**config.mk**
```make
export PLATFORM = sky130hd
export DESIGN_NAME = tcp_segment_state_tracker
export DESIGN_NICKNAME = d
export VERILOG_FILES = /design/src/design/tcpst_pkg.sv /design/src/design/tcpst_event.sv /design/src/design/tcp_segment_state_tracker.sv
export SDC_FILE = /design/constraint.sdc
export NUM_CORES = 1
export LEC_CHECK = 0
export BUFFER_PORTS_ARGS = -buffer_cell sky130_fd_sc_hd__buf_2
export CELL_PAD_IN_SITES_DETAIL_PLACEMENT = 1
export CELL_PAD_IN_SITES_GLOBAL_PLACEMENT = 2
export CORE_MARGIN = 1.5
export CORE_UTILIZATION = 30
export CTS_CLUSTER_SIZE = 16
export DETAILED_ROUTE_END_ITERATION = 7
export GPL_TIMING_DRIVEN = 0
export PLACE_DENSITY = 0.76
export RECOVER_POWER = 100
export REMOVE_ABC_BUFFERS = 1
export SYNTH_ARGS = -nofsm -noshare
export SYNTH_HDL_FRONTEND = slang
export SYNTH_HIERARCHICAL = 1
export SYNTH_SLANG_ARGS = --single-unit
```
**constraint.sdc**
```tcl
create_clock -name clk -period 11.2 [get_ports clk]
set_input_delay 2.24 -clock clk [delete_from_list [all_inputs] [get_ports clk]]
set_output_delay 2.24 -clock clk [all_outputs]
set_load 0.02 [all_outputs]
```
**src/design/tcpst_pkg.sv**
```systemverilog
package tcpst_pkg;

  localparam logic [7:0] FLAG_FIN = 8'h01;
  localparam logic [7:0] FLAG_SYN = 8'h02;
  localparam logic [7:0] FLAG_PSH = 8'h08;
  localparam logic [7:0] FLAG_ACK = 8'h10;
  localparam logic [7:0] FLAGS_PSH_ACK = FLAG_PSH | FLAG_ACK;
  localparam logic [7:0] FLAGS_FIN_ACK = FLAG_FIN | FLAG_ACK;

  localparam logic [1:0] ACT_RECEIVE = 2'd0;
  localparam logic [1:0] ACT_OPEN    = 2'd1;
  localparam logic [1:0] ACT_SEND    = 2'd2;
  localparam logic [1:0] ACT_CLOSE   = 2'd3;

  localparam logic [1:0] LOC_STOPPED   = 2'd0;
  localparam logic [1:0] LOC_ACKWAIT   = 2'd1;
  localparam logic [1:0] LOC_TRANSFER  = 2'd2;
  localparam logic [1:0] LOC_FINISHING = 2'd3;

  localparam logic [1:0] PEER_STOPPED   = 2'd0;
  localparam logic [1:0] PEER_TRANSFER  = 2'd1;
  localparam logic [1:0] PEER_FINISHING = 2'd2;

  localparam logic [2:0] KIND_NONE   = 3'd0;
  localparam logic [2:0] KIND_ACK    = 3'd1;
  localparam logic [2:0] KIND_PSHACK = 3'd2;
  localparam logic [2:0] KIND_SYNACK = 3'd3;
  localparam logic [2:0] KIND_FINACK = 3'd4;

  localparam logic [15:0] MAX_SEGMENT_RESET = 16'd1450;

  typedef struct packed {
    logic [1:0]  action;
    logic [7:0]  seg_flags;
    logic [31:0] seg_seq;
    logic [31:0] seg_ack;
    logic [15:0] seg_size;
    logic [5:0]  header_bytes;
    logic [15:0] bytes_present;
    logic [15:0] send_length;
  } in_t;

  typedef struct packed {
    logic [2:0]  send_kind;
    logic [31:0] out_seq;
    logic [31:0] out_ack;
    logic        payload_accepted;
    logic [15:0] payload_length;
    logic [15:0] taken_length;
    logic [1:0]  local_now;
    logic [1:0]  peer_now;
  } out_t;

  typedef struct packed {
    logic [1:0]  local_mode;
    logic [1:0]  peer_mode;
    logic [31:0] send_sequence;
    logic [31:0] recv_acknowledge;
    logic [31:0] expected_acknowledge;
    logic        push_sent;
    logic        peer_push_seen;
  } state_t;

endpackage

```
**src/design/tcpst_event.sv**
```systemverilog
module tcpst_event (
  input  tcpst_pkg::state_t cur_state,
  input  tcpst_pkg::in_t    item,
  input  logic [15:0]       max_segment,
  output tcpst_pkg::state_t new_state,
  output tcpst_pkg::out_t   result
);

  logic [15:0] pay;
  logic [15:0] cap;
  logic [15:0] chunk;
  logic        nums_match;

  assign pay        = item.seg_size - {10'd0, item.header_bytes};
  assign cap        = (max_segment == 16'd0) ? 16'd1 : max_segment;
  assign chunk      = (item.send_length > cap) ? cap : item.send_length;
  assign nums_match = (cur_state.expected_acknowledge == item.seg_ack) &&
                      (cur_state.recv_acknowledge == item.seg_seq);

  always_comb begin
    new_state = cur_state;
    result    = '0;
    case (item.action)
      tcpst_pkg::ACT_RECEIVE: begin
        if (item.seg_flags == tcpst_pkg::FLAG_ACK) begin
          if (cur_state.local_mode == tcpst_pkg::LOC_ACKWAIT && nums_match) begin
            new_state.send_sequence        = cur_state.expected_acknowledge;
            new_state.expected_acknowledge = 32'd0;
            new_state.local_mode           = tcpst_pkg::LOC_TRANSFER;
          end
        end else if (item.seg_flags == tcpst_pkg::FLAGS_PSH_ACK) begin
          if (cur_state.local_mode == tcpst_pkg::LOC_TRANSFER) begin
            new_state.peer_push_seen = 1'b1;
            if (cur_state.send_sequence == item.seg_ack &&
                cur_state.recv_acknowledge == item.seg_seq &&
                {10'd0, item.header_bytes} <= item.seg_size &&
                item.bytes_present >= pay) begin
              new_state.recv_acknowledge = cur_state.recv_acknowledge + {16'd0, pay};
              result.payload_accepted    = 1'b1;
              result.payload_length      = pay;
              result.send_kind           = tcpst_pkg::KIND_ACK;
              result.out_seq             = cur_state.send_sequence;
              result.out_ack             = new_state.recv_acknowledge;
            end
          end
        end else if (item.seg_flags == tcpst_pkg::FLAGS_FIN_ACK) begin
          new_state.recv_acknowledge = cur_state.recv_acknowledge + 32'd1;
          if (nums_match) begin
            new_state.send_sequence        = cur_state.expected_acknowledge;
            new_state.expected_acknowledge = 32'd0;
            if (cur_state.peer_mode != tcpst_pkg::PEER_STOPPED) begin
              result.send_kind = tcpst_pkg::KIND_ACK;
            end
          end else begin
            result.send_kind = tcpst_pkg::KIND_ACK;
          end
          if (result.send_kind == tcpst_pkg::KIND_ACK) begin
            result.out_seq = new_state.send_sequence;
            result.out_ack = new_state.recv_acknowledge;
          end
          new_state.peer_mode  = tcpst_pkg::PEER_STOPPED;
          new_state.local_mode = tcpst_pkg::LOC_STOPPED;
        end
      end
      tcpst_pkg::ACT_OPEN: begin
        if ((item.seg_flags & tcpst_pkg::FLAG_SYN) != 8'd0) begin
          new_state.local_mode           = tcpst_pkg::LOC_ACKWAIT;
          new_state.peer_mode            = tcpst_pkg::PEER_TRANSFER;
          new_state.recv_acknowledge     = item.seg_seq + 32'd1;
          new_state.send_sequence        = 32'd0;
          new_state.expected_acknowledge = 32'd1;
          new_state.push_sent            = 1'b0;
          new_state.peer_push_seen       = 1'b0;
          result.send_kind               = tcpst_pkg::KIND_SYNACK;
          result.out_seq                 = 32'd0;
          result.out_ack                 = new_state.recv_acknowledge;
        end
      end
      tcpst_pkg::ACT_SEND: begin
        if (cur_state.peer_mode == tcpst_pkg::PEER_TRANSFER &&
            item.send_length != 16'd0) begin
          result.taken_length            = chunk;
          new_state.expected_acknowledge = cur_state.send_sequence + {16'd0, chunk};
          new_state.send_sequence        = new_state.expected_acknowledge;
          new_state.local_mode           = tcpst_pkg::LOC_ACKWAIT;
          new_state.push_sent            = 1'b1;
          result.send_kind = cur_state.push_sent ? tcpst_pkg::KIND_ACK
                                                 : tcpst_pkg::KIND_PSHACK;
          result.out_seq   = cur_state.send_sequence;
          result.out_ack   = cur_state.recv_acknowledge;
        end else if (cur_state.peer_mode == tcpst_pkg::PEER_FINISHING) begin
          new_state.peer_mode = tcpst_pkg::PEER_STOPPED;
        end
      end
      default: begin
        if (cur_state.local_mode != tcpst_pkg::LOC_STOPPED) begin
          new_state.local_mode = tcpst_pkg::LOC_FINISHING;
        end
        if (cur_state.peer_mode != tcpst_pkg::PEER_STOPPED) begin
          new_state.peer_mode            = tcpst_pkg::PEER_FINISHING;
          new_state.expected_acknowledge = cur_state.send_sequence + 32'd1;
          result.send_kind               = tcpst_pkg::KIND_FINACK;
          result.out_seq                 = cur_state.send_sequence;
          result.out_ack                 = cur_state.recv_acknowledge;
        end
      end
    endcase
    result.local_now = new_state.local_mode;
    result.peer_now  = new_state.peer_mode;
  end

endmodule

```
**src/design/tcp_segment_state_tracker.sv**
```systemverilog
// Tracks one simplified TCP connection and gives one result per event. An event is
// taken in every cycle in which in_stall is low; its result is registered in the
// result or skid register and the state is updated at the same edge, so the next
// event sees it at once. The rate of one event per clock while in_stall is low is
// set by the single state register. A two-entry output stage (result register plus
// skid register) absorbs a stalled receiver; in_stall rises only when both entries
// are full. The user writes the maximum segment size through cfg_ only while no
// events are in flight, not enforced by the block; cfg_ready is always high.
module tcp_segment_state_tracker (
  input  logic             clk,
  input  logic             rst_n,
  input  logic             in_valid,
  output logic             in_stall,
  input  tcpst_pkg::in_t   in_data,
  output logic             out_valid,
  input  logic             out_stall,
  output tcpst_pkg::out_t  out_data,
  input  logic             cfg_valid,
  output logic             cfg_ready,
  input  logic [15:0]      cfg_data
);

  tcpst_pkg::state_t state_r;
  tcpst_pkg::state_t state_nxt;
  tcpst_pkg::state_t state_calc;
  tcpst_pkg::out_t   result;
  tcpst_pkg::out_t   out_data_r;
  tcpst_pkg::out_t   out_data_nxt;
  tcpst_pkg::out_t   skid_data_r;
  tcpst_pkg::out_t   skid_data_nxt;
  logic              out_valid_r;
  logic              out_valid_nxt;
  logic              skid_valid_r;
  logic              skid_valid_nxt;
  logic [15:0]       max_segment_r;
  logic              in_xfer;
  logic              out_free;

  tcpst_event u_event (
    .cur_state   (state_r),
    .item        (in_data),
    .max_segment (max_segment_r),
    .new_state   (state_calc),
    .result      (result)
  );

  assign in_stall  = skid_valid_r;
  assign in_xfer   = in_valid && !skid_valid_r;
  assign out_free  = !out_valid_r || !out_stall;
  assign out_valid = out_valid_r;
  assign out_data  = out_data_r;
  assign cfg_ready = 1'b1;

  always_comb begin
    state_nxt      = in_xfer ? state_calc : state_r;
    out_valid_nxt  = out_valid_r;
    out_data_nxt   = out_data_r;
    skid_valid_nxt = skid_valid_r;
    skid_data_nxt  = skid_data_r;
    if (out_free) begin
      if (skid_valid_r) begin
        out_valid_nxt  = 1'b1;
        out_data_nxt   = skid_data_r;
        skid_valid_nxt = 1'b0;
      end else begin
        out_valid_nxt = in_xfer;
        out_data_nxt  = result;
      end
    end else if (in_xfer) begin
      skid_valid_nxt = 1'b1;
      skid_data_nxt  = result;
    end
  end

  always_ff @(posedge clk) begin
    if (!rst_n) begin
      state_r       <= '0;
      out_valid_r   <= 1'b0;
      skid_valid_r  <= 1'b0;
      max_segment_r <= tcpst_pkg::MAX_SEGMENT_RESET;
    end else begin
      state_r      <= state_nxt;
      out_valid_r  <= out_valid_nxt;
      skid_valid_r <= skid_valid_nxt;
      if (cfg_valid && cfg_ready) begin
        max_segment_r <= cfg_data;
      end
    end
  end

  always_ff @(posedge clk) begin
    out_data_r  <= out_data_nxt;
    skid_data_r <= skid_data_nxt;
  end

`ifndef SYNTHESIS
  a_skid_implies_out: assert property (@(posedge clk) disable iff (!rst_n)
    skid_valid_r |-> out_valid_r)
    else $error("skid entry held while result register empty");

  a_stall_fills_skid: assert property (@(posedge clk) disable iff (!rst_n)
    (in_xfer && out_valid_r && out_stall) |=> skid_valid_r)
    else $error("transfer during output stall was not kept in skid register");

  a_fin_stops_local: assert property (@(posedge clk) disable iff (!rst_n)
    (in_xfer && in_data.action == tcpst_pkg::ACT_RECEIVE &&
     in_data.seg_flags == tcpst_pkg::FLAGS_FIN_ACK)
    |=> (state_r.local_mode == tcpst_pkg::LOC_STOPPED &&
         state_r.peer_mode == tcpst_pkg::PEER_STOPPED))
    else $error("FIN-ACK did not stop the connection");
`endif

endmodule
```
==> impl_metrics.env <==
export IMPL_port_buffer_count=254
export IMPL_setup_violations_final=0
export IMPL_power_frac_comb_pct=16.0
export IMPL_core_um2=81720
export IMPL_post_cts_buffers=0
export IMPL_worst_pin_slew_ns=3.629
export IMPL_violations="capacitance limit, slew limit"
export IMPL_drc=0
export IMPL_hold_depth=2
export IMPL_cts_hold_buf=0
export IMPL_finalHoldViolCount=0
export IMPL_cts_resized=0
export IMPL_p_switching_mw=1.028
export IMPL_r2r_start="max_segment_r[8]"
export IMPL_relSlewSlack_pct=-141.9
export IMPL_synthCells=2830
export IMPL_die_x_um=289.9
export IMPL_min_from="state_r[99]"
export IMPL_cts_sinks=327
export IMPL_ys_warn_count=6
export IMPL_required_ns=11.67
export IMPL_avgSynthCellArea_um2=8.724
export IMPL_ff2ff_setup_slack_ns=3.91
export IMPL_drive_gt1_share_pct=12.97
export IMPL_cap_violations=15
export IMPL_grt_max_degree=151
export IMPL_fin_skew_ns=0.04171
export IMPL_fin_crit_ns=9.513
export IMPL_worstSetupEndpointType="flop"
export IMPL_design_die_area_um2=84030
export IMPL_tns_ns=0
export IMPL_timing_rr_end="state_r[97]"
export IMPL_hold_class="flop to flop"
export IMPL_gr_total_overflow=0
export IMPL_netlist_area_um2=24690
export IMPL_power_density_nw_per_um2=120.8
export IMPL_post_place_ws_ns=2.508
export IMPL_ff2ff_path_depth=22
export IMPL_wire_per_inst_um=26.57
export IMPL_multi_input_area_um2=14650
export IMPL_cts_buffers=44
export IMPL_clkLatencyLatePin_ns=0.62
export IMPL_p_leak_nw=10.38
export IMPL_tritoncts="built"
export IMPL_grt_use_total_pct=24.73
export IMPL_wirelength_mm=107.5
export IMPL_p_sw_share_pct=30.45
export IMPL_whs_ns=0.5091
export IMPL_finalMaxSlewViolations=346
export IMPL_gp_congestion=0.9551
export IMPL_drt_first_pass_iters=7
export IMPL_start_util_pct=30.21
export IMPL_grt_pass1_vias=23890
export IMPL_startpoint_type="input port"
export IMPL_grt_pass1_wl_mm=159.5
export IMPL_outcome="finished, violations left"
export IMPL_ios=256
export IMPL_rsz0062_at_grt="no"
export IMPL_drtAntennaViolNets=0
export IMPL_htreeDepth=2
export IMPL_final_common_cell="nand2_1"
export IMPL_pwr_share_seq_pct=40.2
export IMPL_vias_per_cell=5.813
export IMPL_intPower_mw=2.348
export IMPL_whs_endpoint="state_r[99]"
export IMPL_regArea_um2=8628
export IMPL_fin_ws_ns=1.687
export IMPL_power_share_clock_pct=43.9
export IMPL_layout_worst_path_cycle_share_pct=84.94
export IMPL_power_mw=3.375
export IMPL_peakVddDrop_mv=0.1040
export IMPL_cts_clk_slew_worst_paths_ns=0.06
export IMPL_area_growth_pct=13.15
export IMPL_rows=105
export IMPL_dp_hpwl_mm=78.40
export IMPL_fp_dieH_um=289.9
export IMPL_drtIter0Drc=1820
export IMPL_vias=23530
export IMPL_fin_nets=3174
export IMPL_worst_setup_path_type="input port to flop"
export IMPL_path_max_fanout=20
export IMPL_final_cell_mix="nand2_1, edfxtp_1, nor2_1, o21ai_0, a21oi_1"
export IMPL_clockRootBuffer="clkbuf_16"
export IMPL_fill_cells=9650
export IMPL_clock_path_buffers=3
export IMPL_antenna_found_initial=4
export IMPL_fmax_ghz=0.1051
export IMPL_arrival_ns=9.99
per-layer routing:
| metal | track usage, % | routed length (µm) | vias up |
|---|---|---|---|
| li1 | - | - | 10600 |
| met1 | 33.84 | 48660 | 11850 |
| met2 | 39.44 | 48180 | 864 |
| met3 | 3.163 | 6172 | 217 |
| met4 | 9.833 | 4478 | 4 |
| met5 | 0 | 28 | - |
registers in the layout (all words and copies together) (netlist names):
| register | flops |
|---|---|
| in_stall | 1 |
| max_segment_r | 16 |
| out_data | 104 |
| out_valid | 1 |
| skid_data_r | 104 |
| state_r | 101 |
how the worst max path moves through the flow:
stage	startpoint	endpoint	slack [ns]	depth (start not counted)
after floorplan	in_valid	skid_data_r[0]	0.03	2
after global routing	in_data[33]	out_data[89]	1.41	20
after CTS	in_data[33]	out_data[76]	3.11	20
final	in_data[33]	out_data[89]	1.69	20
after detailed placement	in_data[33]	out_data[76]	2.51	20
after global placement	in_stall	skid_data_r[64]	-5.86	2
layout make-up:
class,count,area share (%)
antenna,2,0.01791
tap,1070,4.792
inverter,91,1.223
sequential,327,30.88
clock buffer,47,4.017
clock inverter,32,1.330
timing repair buffer,278,5.298
multi-input combinational,2200,52.44
power by group through the flow:
stage	clock [mW]	sequential [mW]	combinational, mW
after detailed placement	0	1.38	0.542
after floorplan	0	1.40	0.274
after global placement	0	1.39	0.536
after global routing	1.57	1.36	0.578
after CTS	1.53	1.35	0.545
final	1.48	1.36	0.539
worst max-delay path: stages:
cell and delay [ns]:
buf_2 0.09, inv_1 0.10, ha_1 0.26, nor2b_1 0.14, o21ai_0 0.21, a21oi_1 0.12, o21a_1 0.19, o21ai_0 0.51
nand3_1 0.17, xor2_1 0.43, ha_1 0.21, and4_1 0.21, a221oi_1 0.09, o211ai_1 0.95, nand4bb_1 1.18, o21a_1 0.61
o21ai_4 0.51, clkbuf_1 1.13, a22o_1 0.40, mux2_2 0.20
per-stage QoR:
stage	util [%]	cell area, µm²	std cells
floorplan	-	23610	2618
global placement	32.09	26220	3942
detailed placement	32.78	26780	3965
CTS	34.60	28280	4044
global route	34.18	27930	4045
finish	34.19	27940	4047
(Power assumes the default switching activity.)
